==> config.mk <==
export PLATFORM = sky130hd
export DESIGN_NAME = distance_vector_route_update_top
export DESIGN_NICKNAME = d
export VERILOG_FILES = /design/src/rtl/dvr_pkg.sv /design/src/rtl/dvr_cost_unit.sv /design/src/rtl/distance_vector_route_update_top.sv
export SDC_FILE = /design/constraint.sdc
export NUM_CORES = 2
export LEC_CHECK = 0
export ABC_CLOCK_PERIOD_IN_PS = 8500
export BUFFER_PORTS_ARGS = -buffer_cell sky130_fd_sc_hd__buf_2
export CAP_MARGIN = 10
export CORE_ASPECT_RATIO = 0.6
export CORE_MARGIN = 10
export CORE_UTILIZATION = 60
export DETAILED_ROUTE_END_ITERATION = 8
export PLACE_DENSITY = 0.82
export SLEW_MARGIN = 20
export SYNTH_ARGS = -nofsm -noshare
export SYNTH_HDL_FRONTEND = slang
export SYNTH_SLANG_ARGS = --single-unit
export TNS_END_PERCENT = 5
==> constraint.sdc <==
create_clock -name clk_i -period 8.5 [get_ports clk_i]
set_input_delay 0.425 -clock clk_i [delete_from_list [all_inputs] [get_ports clk_i]]
set_output_delay 0.425 -clock clk_i [all_outputs]
set_load 0.01 [all_outputs]
==> src/rtl/dvr_pkg.sv <==
// Shared types and constants for the distance-vector route update block.
// No dependencies.
package dvr_pkg;

  localparam int NODE_COUNT_DEF = 64;
  localparam int PORT_COUNT_DEF = 8;
  localparam int INF_COST_DEF   = 16;

  localparam int NODE_W     = 6;
  localparam int COST_W     = 5;
  localparam int PORT_W     = 3;
  localparam int TIME_W     = 32;
  localparam int CFG_IDX_W  = 1;
  localparam int CFG_DATA_W = 32;

  localparam logic [TIME_W-1:0] TIMEOUT_RST = 32'd5;

  typedef enum logic [1:0] {
    REQ_HELLO  = 2'd0,
    REQ_ADVERT = 2'd1,
    REQ_TICK   = 2'd2,
    REQ_QUERY  = 2'd3
  } req_e;

  typedef enum logic [CFG_IDX_W-1:0] {
    CFG_SELF_NODE        = 1'b0,
    CFG_NEIGHBOR_TIMEOUT = 1'b1
  } cfg_reg_e;

  typedef enum logic [3:0] {
    ST_IDLE,
    ST_EXEC,
    ST_ADV_APPLY,
    ST_ADV_SWEEP,
    ST_TICK_NB,
    ST_TICK_RT,
    ST_Q_NB,
    ST_Q_OUT,
    ST_DONE
  } state_e;

  typedef struct packed {
    logic upd;
    logic set_pres;
    logic clr_pres;
    logic chg;
  } cost_dec_t;

endpackage

==> src/rtl/dvr_cost_unit.sv <==
// Advert entry decision: saturated cost plus one against the current route.
// Depends on dvr_pkg.
module dvr_cost_unit #(
  parameter int INFINITE_COST = dvr_pkg::INF_COST_DEF,
  parameter int MW            = 6
) (
  input  logic [dvr_pkg::COST_W-1:0] adv_cost_i,
  input  logic                       present_i,
  input  logic                       hop_eq_i,
  input  logic [MW-1:0]              metric_i,
  output logic [MW-1:0]              new_metric_o,
  output dvr_pkg::cost_dec_t         dec_o
);
  import dvr_pkg::*;

  localparam logic [MW-1:0] INF = MW'(INFINITE_COST);

  logic [MW-1:0] sum;
  logic          inf;

  assign sum          = MW'(adv_cost_i) + MW'(1);
  assign new_metric_o = (sum > INF) ? INF : sum;
  assign inf          = (new_metric_o >= INF);

  always_comb begin
    dec_o = '0;
    if (!present_i) begin
      if (!inf) begin
        dec_o.upd      = 1'b1;
        dec_o.set_pres = 1'b1;
        dec_o.chg      = 1'b1;
      end
    end else if (hop_eq_i) begin
      if (inf) begin
        dec_o.clr_pres = 1'b1;
        dec_o.chg      = 1'b1;
      end else if (metric_i != new_metric_o) begin
        dec_o.upd = 1'b1;
        dec_o.chg = 1'b1;
      end
    end else if (new_metric_o < metric_i) begin
      dec_o.upd = 1'b1;
      dec_o.chg = 1'b1;
    end
  end

endmodule

==> src/rtl/distance_vector_route_update_top.sv <==
// Top level of the distance-vector route update block: sequencer, tables.
// Depends on dvr_pkg and dvr_cost_unit.
// One item at a time: busy is high from accept to the done_o strobe. A query
// with a route passes a neighbor lookup state and an output state; a last
// advert entry from a neighbor adds one route-table sweep, one entry per cycle
// through the route memory read port. A tick does a neighbor sweep then a
// route sweep. Each result is shown for one cycle on done_o and cannot be held.
module distance_vector_route_update_top #(
  parameter int NODE_COUNT    = dvr_pkg::NODE_COUNT_DEF,
  parameter int PORT_COUNT    = dvr_pkg::PORT_COUNT_DEF,
  parameter int INFINITE_COST = dvr_pkg::INF_COST_DEF
) (
  input  logic                           clk_i,
  input  logic                           rst_ni,
  input  logic                           start,
  output logic                           busy,
  input  logic [1:0]                     req_type_i,
  input  logic [dvr_pkg::NODE_W-1:0]     sender_node_i,
  input  logic [dvr_pkg::NODE_W-1:0]     dest_node_i,
  input  logic [dvr_pkg::COST_W-1:0]     adv_cost_i,
  input  logic                           has_entry_i,
  input  logic                           last_entry_i,
  input  logic [dvr_pkg::PORT_W-1:0]     interface_index_i,
  input  logic                           cfg_we_i,
  input  logic [dvr_pkg::CFG_IDX_W-1:0]  cfg_idx_i,
  input  logic [dvr_pkg::CFG_DATA_W-1:0] cfg_wdata_i,
  output logic                           done_o,
  output logic                           table_changed_o,
  output logic                           advert_ignored_o,
  output logic                           route_valid_o,
  output logic [dvr_pkg::NODE_W-1:0]     route_next_hop_o,
  output logic [dvr_pkg::COST_W-1:0]     route_cost_o,
  output logic [dvr_pkg::PORT_W-1:0]     route_interface_o
);
  import dvr_pkg::*;

  localparam int NIDX  = $clog2(NODE_COUNT);
  localparam int CW    = NIDX + 1;
  localparam int MWC   = $clog2(INFINITE_COST + 1);
  localparam int MW    = (MWC > 6) ? MWC : 6;

  state_e state_q, state_d;
  req_e   type_q, type_d;
  logic [NODE_W-1:0] snd_q, snd_d, dst_q, dst_d;
  logic [COST_W-1:0] cost_q, cost_d;
  logic              has_q, has_d, last_q, last_d;
  logic [PORT_W-1:0] port_q, port_d;
  logic [CW-1:0]     cnt_q, cnt_d;
  logic [TIME_W-1:0] tick_q, tick_d, tmo_q, tmo_d;
  logic [NODE_W-1:0] self_q, self_d;
  logic [NODE_COUNT-1:0] rt_pres_q, rt_pres_d, nb_pres_q, nb_pres_d;
  logic [NODE_COUNT-1:0] seen_q, seen_d, exp_q, exp_d;
  logic              adv_chg_q, adv_chg_d;
  logic              chg_q, chg_d, ign_q, ign_d, vld_q, vld_d;
  logic [NODE_W-1:0] hop_q, hop_d;
  logic [COST_W-1:0] met_q, met_d;
  logic [PORT_W-1:0] intf_q, intf_d;

  logic [NODE_W-1:0] rt_hop_mem [NODE_COUNT];
  logic [MW-1:0]     rt_met_mem [NODE_COUNT];
  logic [TIME_W-1:0] nb_time_mem [NODE_COUNT];
  logic [PORT_W-1:0] nb_port_mem [NODE_COUNT];
  logic [NODE_W-1:0] rt_hop_rd_q;
  logic [MW-1:0]     rt_met_rd_q;
  logic [TIME_W-1:0] nb_time_rd_q;
  logic [PORT_W-1:0] nb_port_rd_q;

  logic              rt_we, nb_time_we, nb_port_we;
  logic [NIDX-1:0]   rt_wa, rt_ra, nb_wa, nb_ra;
  logic [NODE_W-1:0] rt_wd_hop;
  logic [MW-1:0]     rt_wd_met;

  logic            snd_ok, dst_ok, port_ok, hop_ok, cnt_last;
  logic [NIDX-1:0] sidx, didx, cnt_idx, chk_idx, hidx;
  logic [MW-1:0]   new_met;
  cost_dec_t       dec;
  logic            sweep_clr;

  assign sidx     = NIDX'(snd_q);
  assign didx     = NIDX'(dst_q);
  assign snd_ok   = 32'(snd_q) < NODE_COUNT;
  assign dst_ok   = 32'(dst_q) < NODE_COUNT;
  assign port_ok  = 32'(port_q) < PORT_COUNT;
  assign hidx     = NIDX'(hop_q);
  assign hop_ok   = 32'(hop_q) < NODE_COUNT;
  assign cnt_idx  = cnt_q[NIDX-1:0];
  assign chk_idx  = NIDX'(cnt_q - CW'(1));
  assign cnt_last = (cnt_q == CW'(NODE_COUNT));

  dvr_cost_unit #(
    .INFINITE_COST(INFINITE_COST),
    .MW           (MW)
  ) u_cost (
    .adv_cost_i  (cost_q),
    .present_i   (rt_pres_q[didx]),
    .hop_eq_i    (rt_hop_rd_q == snd_q),
    .metric_i    (rt_met_rd_q),
    .new_metric_o(new_met),
    .dec_o       (dec)
  );

  // next state
  always_comb begin
    state_d = state_q;
    case (state_q)
      ST_IDLE: begin
        if (start) state_d = ST_EXEC;
      end
      ST_EXEC: begin
        case (type_q)
          REQ_HELLO: state_d = ST_DONE;
          REQ_ADVERT: begin
            if (!snd_ok || !nb_pres_q[sidx]) state_d = ST_DONE;
            else if (has_q && dst_ok && dst_q != self_q) state_d = ST_ADV_APPLY;
            else if (last_q) state_d = ST_ADV_SWEEP;
            else state_d = ST_DONE;
          end
          REQ_TICK: state_d = ST_TICK_NB;
          REQ_QUERY: state_d = (dst_ok && rt_pres_q[didx]) ? ST_Q_NB : ST_DONE;
          default: state_d = ST_DONE;
        endcase
      end
      ST_ADV_APPLY: state_d = last_q ? ST_ADV_SWEEP : ST_DONE;
      ST_ADV_SWEEP: if (cnt_last) state_d = ST_DONE;
      ST_TICK_NB:   if (cnt_last) state_d = ST_TICK_RT;
      ST_TICK_RT:   if (cnt_last) state_d = ST_DONE;
      ST_Q_NB:      state_d = ST_Q_OUT;
      ST_Q_OUT:     state_d = ST_DONE;
      ST_DONE:      state_d = ST_IDLE;
      default:      state_d = ST_IDLE;
    endcase
  end

  // datapath and table control
  always_comb begin
    type_d = type_q; snd_d = snd_q; dst_d = dst_q; cost_d = cost_q;
    has_d = has_q; last_d = last_q; port_d = port_q;
    cnt_d = cnt_q; tick_d = tick_q; tmo_d = tmo_q; self_d = self_q;
    rt_pres_d = rt_pres_q; nb_pres_d = nb_pres_q; seen_d = seen_q; exp_d = exp_q;
    adv_chg_d = adv_chg_q;
    chg_d = chg_q; ign_d = ign_q; vld_d = vld_q;
    hop_d = hop_q; met_d = met_q; intf_d = intf_q;
    rt_we = 1'b0; nb_time_we = 1'b0; nb_port_we = 1'b0;
    rt_wa = sidx; rt_ra = didx; nb_wa = sidx; nb_ra = sidx;
    rt_wd_hop = snd_q; rt_wd_met = MW'(1);
    sweep_clr = 1'b0;

    if (cfg_we_i) begin
      case (cfg_reg_e'(cfg_idx_i))
        CFG_SELF_NODE:        self_d = cfg_wdata_i[NODE_W-1:0];
        CFG_NEIGHBOR_TIMEOUT: tmo_d  = cfg_wdata_i[TIME_W-1:0];
        default: ;
      endcase
    end

    case (state_q)
      ST_IDLE: begin
        if (start) begin
          type_d = req_e'(req_type_i); snd_d = sender_node_i; dst_d = dest_node_i;
          cost_d = adv_cost_i; has_d = has_entry_i; last_d = last_entry_i;
          port_d = interface_index_i;
        end
      end
      ST_EXEC: begin
        chg_d = 1'b0; ign_d = 1'b0; vld_d = 1'b0;
        hop_d = '0; met_d = '0; intf_d = '0;
        cnt_d = '0;
        case (type_q)
          REQ_HELLO: begin
            if (snd_ok && port_ok) begin
              nb_time_we = 1'b1;
              if (!nb_pres_q[sidx]) begin
                nb_pres_d[sidx] = 1'b1;
                nb_port_we      = 1'b1;
                rt_pres_d[sidx] = 1'b1;
                rt_we           = 1'b1;
                chg_d           = 1'b1;
              end
            end
          end
          REQ_ADVERT: begin
            if (!snd_ok || !nb_pres_q[sidx]) begin
              ign_d = 1'b1;
              if (last_q) begin
                seen_d    = '0;
                adv_chg_d = 1'b0;
              end
            end else begin
              nb_time_we = 1'b1;
              if (has_q && dst_ok) seen_d[didx] = 1'b1;
            end
          end
          REQ_TICK: begin
            tick_d = tick_q + TIME_W'(1);
            exp_d  = '0;
          end
          default: ;
        endcase
      end
      ST_ADV_APPLY: begin
        cnt_d     = '0;
        rt_wa     = didx;
        rt_wd_met = new_met;
        rt_we     = dec.upd;
        if (dec.set_pres) rt_pres_d[didx] = 1'b1;
        if (dec.clr_pres) rt_pres_d[didx] = 1'b0;
        if (dec.chg) adv_chg_d = 1'b1;
      end
      ST_ADV_SWEEP: begin
        rt_ra = cnt_idx;
        cnt_d = cnt_q + CW'(1);
        if (cnt_q != '0 && rt_pres_q[chk_idx] && rt_hop_rd_q == snd_q &&
            !seen_q[chk_idx] && rt_met_rd_q > MW'(1)) begin
          sweep_clr          = 1'b1;
          rt_pres_d[chk_idx] = 1'b0;
        end
        if (cnt_last) begin
          chg_d     = adv_chg_q | sweep_clr;
          seen_d    = '0;
          adv_chg_d = 1'b0;
        end else begin
          adv_chg_d = adv_chg_q | sweep_clr;
        end
      end
      ST_TICK_NB: begin
        nb_ra = cnt_idx;
        cnt_d = cnt_last ? '0 : cnt_q + CW'(1);
        if (cnt_q != '0 && nb_pres_q[chk_idx] &&
            (tick_q - nb_time_rd_q) > tmo_q) begin
          nb_pres_d[chk_idx] = 1'b0;
          exp_d[chk_idx]     = 1'b1;
        end
      end
      ST_TICK_RT: begin
        rt_ra = cnt_idx;
        cnt_d = cnt_q + CW'(1);
        if (cnt_q != '0 && rt_pres_q[chk_idx] && exp_q[NIDX'(rt_hop_rd_q)]) begin
          rt_pres_d[chk_idx] = 1'b0;
          chg_d              = 1'b1;
        end
      end
      ST_Q_NB: begin
        vld_d = 1'b1;
        hop_d = rt_hop_rd_q;
        met_d = COST_W'(rt_met_rd_q);
        nb_ra = NIDX'(rt_hop_rd_q);
      end
      ST_Q_OUT: begin
        if (hop_ok && nb_pres_q[hidx]) intf_d = nb_port_rd_q;
      end
      default: ;
    endcase
  end

  always_ff @(posedge clk_i) begin
    if (rt_we) begin
      rt_hop_mem[rt_wa] <= rt_wd_hop;
      rt_met_mem[rt_wa] <= rt_wd_met;
    end
    if (nb_time_we) nb_time_mem[nb_wa] <= tick_q;
    if (nb_port_we) nb_port_mem[nb_wa] <= port_q;
    rt_hop_rd_q  <= rt_hop_mem[rt_ra];
    rt_met_rd_q  <= rt_met_mem[rt_ra];
    nb_time_rd_q <= nb_time_mem[nb_ra];
    nb_port_rd_q <= nb_port_mem[nb_ra];
  end

  always_ff @(posedge clk_i) begin
    type_q <= type_d; snd_q <= snd_d; dst_q <= dst_d; cost_q <= cost_d;
    has_q <= has_d; last_q <= last_d; port_q <= port_d;
    chg_q <= chg_d; ign_q <= ign_d; vld_q <= vld_d;
    hop_q <= hop_d; met_q <= met_d; intf_q <= intf_d;
  end

  always_ff @(posedge clk_i or negedge rst_ni) begin
    if (!rst_ni) begin
      state_q   <= ST_IDLE;
      cnt_q     <= '0;
      tick_q    <= '0;
      tmo_q     <= TIMEOUT_RST;
      self_q    <= '0;
      rt_pres_q <= '0;
      nb_pres_q <= '0;
      seen_q    <= '0;
      exp_q     <= '0;
      adv_chg_q <= 1'b0;
    end else begin
      state_q   <= state_d;
      cnt_q     <= cnt_d;
      tick_q    <= tick_d;
      tmo_q     <= tmo_d;
      self_q    <= self_d;
      rt_pres_q <= rt_pres_d;
      nb_pres_q <= nb_pres_d;
      seen_q    <= seen_d;
      exp_q     <= exp_d;
      adv_chg_q <= adv_chg_d;
    end
  end

  assign busy              = (state_q != ST_IDLE);
  assign done_o            = (state_q == ST_DONE);
  assign table_changed_o   = chg_q;
  assign advert_ignored_o  = ign_q;
  assign route_valid_o     = vld_q;
  assign route_next_hop_o  = hop_q;
  assign route_cost_o      = met_q;
  assign route_interface_o = intf_q;

endmodule

==> run summary <==
Top cell type's share of synthesized area: 63.8%
Area Overhead vs Synth: 11.0%
Unrepaired setup endpoints after global routing: false
Psw: 6490 uW
Non-filler cells, final: 11800
Part of the power in registers: 56.5%
Clock network power share: 42.9%
Fin. Hold Viols: 0
Synth area leaders: edfxtp_1 (64%), mux4_2 (13%), dfrtp_1 (5.9%)
Classification of the worst setup path: reg2reg
Top FF cell, synth: edfxtp_1
Worst setup path start: cost_q[1]
Seq cells post-synth: 3434
Required @ worst endpoint: 8960 ps
Vias in the first global route: 83600
Seq/Total Area, Yosys: 70.3%
Clk root buf: clkbuf_16
Top Ports: 80
Gr usage total: 33.1%
Largest family of logic cells by synthesized area: multiplexers
DR pass1 iterations: 9
CTS buffer count: 302
Crit Reg-Reg Startpoint: cost_q[1]
Post-Route Setup TNS: 0 ps
Syn Std Cell Area: 144000 sq um
Mux share of post-synthesis cell area: 17.1%
Vias/cell: 7.30
Worst Setup EP: rt_met_mem[51][5]
FP Rows: 138
Failing checks: DRC
Power Internal: 25600 uW
Period utilization: 80.2%
First-pass GRT wire length: 621 mm
Initial antenna violation count: 34
Fmax: 0.147 GHz
Worst vdd ir: 0.000200 V
Routed WL: 437 mm
Asr flop ratio synth: 9.84%
Yosys top cell by area: edfxtp_1
Final setup viols: 0
Mapped Cells: 8122
Die Area: 260000 sq um
Tot Pwr: 32100 uW
Post-route cell area: 159000 sq um
Adder-Cell Fraction of Synth Area: 0.650%
Post-synthesis simple-gate area fraction: 4.44%
DRC Markers: 29
Setup crit end kind: register
GPL Wtd Cong: 1.07
IO Port Bufs: 79
Synth cell types: 87
GRT overflow: 0
Sink Count: 3434
Initial DRC count: 16600
Post-place instance area: 149000 sq um
Yosys warnings: 0
Number of flops mapped to enable cells by yosys: 3049
Max-cap viol count: 0
Die height: 399 um
Slew @ Worst Pin: 1400 ps
Starting Density: 60.6%
Min cycle time layout: 6810 ps
Largest net degree at the start of global routing: 149
Min-delay worst type: in2reg
R2r setup slk: 1690 ps
Post-CTS Resized: 0
Clock Path Buffers: 4
CP Max Fanout: 31
Layout cell share with drive strength beyond 1: 21.8%
RR Endpoint: rt_met_mem[51][5]
R2R depth: 14
Leakage power: 0.0507 uW
DRT antenna net count: 0
Status: finished, violations left
Die width: 651 um
CORE AREA: 237000 sq um
Drt wl/cell: 37.1 um
Post-Syn Area per Cell: 17.7 sq um
Comb pwr share: 0.6%
Clk pin slew, worst setup/hold paths: 70 ps
Relative slew slack: 6.71%
Xor and xnor area share after synthesis: 0.470%
Hold Slack: 64.9 ps
Vias: 86000
Complex-gate fraction of the synthesized area: 5.12%
Crit start category: register
H-tree levels: 5
Clk_lat worst skew: 900 ps
Sw Share: 20.2%
Pwr dens: 201 nW/um^2
Final Skew: 68.3 ps
Placed wire-length estimate: 252 mm
Placed cells: 11100
Final Max Slew Viols: 0
Nets: 8494
CTS tree: built
Worst path arrival time: 7270 ps
[worst max-delay path: stages (launching register included)]
cell	delay [ps]
edfxtp_1	430
ha_1	300
and3_1	240
nand3_1	110
o21ai_2	80
buf_4	430
inv_1	220
ha_1	340
o21ai_0	80
nand2b_1	70
a2111oi_0	880
a2bb2oi_1	160
o21ai_1	770
nand3_1	1040
nor2_1	1250
[power by group through the flow]
stage | combinational [uW] | clock (uW) | sequential, uW
2_1_floorplan | 64.9 | 0 | 18500
6_report | 183 | 13800 | 18200
3_3_place_gp | 152 | 0 | 18500
3_5_place_dp | 154 | 0 | 18500
4_1_cts | 177 | 13800 | 18200
5_1_grt | 200 | 14400 | 18100
[cell usage after synthesis, types with 52 or more instances]
cell type / number
a211oi_1: 86
a21oi_1: 137
a31oi_1: 153
buf_1: 89
buf_2: 131
clkbuf_1: 305
dfrtp_1: 336
edfxtp_1: 3049
ha_1: 73
inv_1: 119
mux2_2: 56
mux2i_1: 566
mux4_2: 813
nand2_1: 453
nand3_1: 160
nor2_1: 461
nor3_1: 127
o211a_1: 53
o21a_1: 114
o21ai_0: 110
o2bb2ai_1: 52
[registers in the layout (all words and copies together) (netlist names), 64 cells and up]
| register | count |
|---|---|
| rt_met_mem | 384 |
| nb_pres_q | 64 |
| rt_hop_mem | 384 |
| nb_time_mem | 2048 |
| exp_q | 64 |
| seen_q | 64 |
| nb_port_mem | 192 |
| rt_pres_q | 64 |
[cell usage in the layout, fill, tap and decap left out, types with 43 or more instances in the layout]
| master | count |
|---|---|
| buf_4 | 244 |
| nor2_1 | 354 |
| clkinv_1 | 62 |
| a211oi_1 | 85 |
| nor2_4 | 59 |
| inv_1 | 119 |
| mux2_2 | 56 |
| nor3_1 | 114 |
| o21ai_0 | 101 |
| clkbuf_16 | 306 |
| xnor2_1 | 43 |
| buf_2 | 78 |
| dfxtp_1 | 46 |
| a21oi_1 | 133 |
| conb_1 | 65 |
| o211a_1 | 53 |
| ha_1 | 73 |
| mux2i_1 | 556 |
| edfxtp_1 | 3049 |
| nor2_2 | 49 |
| a31oi_1 | 153 |
| mux4_2 | 813 |
| clkbuf_1 | 54 |
| dlygate4sd3_1 | 57 |
| nand3_1 | 160 |
| clkinv_2 | 46 |
| nand2_1 | 452 |
| o2bb2ai_1 | 52 |
| o21a_1 | 114 |
| dfrtp_1 | 302 |
[repair_timing]
action | CTS | global route
hold endpoints to repair | 122 | 0
hold buffers | 57 | 0
setup buffers | 0 | 0
[cell type report]
type                            instances  area (sq um)
Multi-Input combinational cell       4096         41100
Fill cell                           14600         77500
Timing Repair Buffer                  403          3260
Tap cell                             3150          3940
Clock inverter                        168          1510
Antenna cell                           30          75.1
Clock buffer                          373          8040
Inverter                              122           458
Sequential cell                      3434        101000
[metrics by stage]
step | utilization [%] | setup WS [ps]
after floorplan | - | 2430
after global placement | 62.9 | 2210
after detailed placement | 62.9 | 2090
after CTS | 67.2 | 2060
after global routing | 67.3 | 1560
final | 67.3 | 1690
[layer usage]
metal	global-route usage [%]	part of all wire, %	up-vias
met5	3.13	0.18	-
met4	10.7	4.0	28
met3	14.9	18	1178
met2	44.9	41	8170
met1	47.7	36	43500
li1	-	-	33100
[kinds of logic (layout without fill, tap and decap cells)]
family / count (synthesis) / after routing
DFF: 3434 / 3434
muxes: 1435 / 1435
and+or+nand+nor: 1427 / 1427
AOI/OAI and AO/OA: 1018 / 1018
buffers and inverters: 656 / 1066
xor gates and xnor gates: 77 / 77
adders and majority gates: 74 / 74
other: 1 / 95
[how the worst min path moves through the flow]
stage	startpoint	endpoint	slack, ps	depth (start not counted)
after detailed placement	rst_ni	seen_q[61]	430	1
after floorplan	rst_ni	adv_chg_q	130	0
after global placement	rst_ni	rt_pres_q[56]	430	1
after global routing	cfg_idx_i	self_q[2]	70	3
after CTS	cfg_idx_i	self_q[0]	20	3
final	cfg_idx_i	self_q[0]	60	3
(Power assumes the default switching activity.)
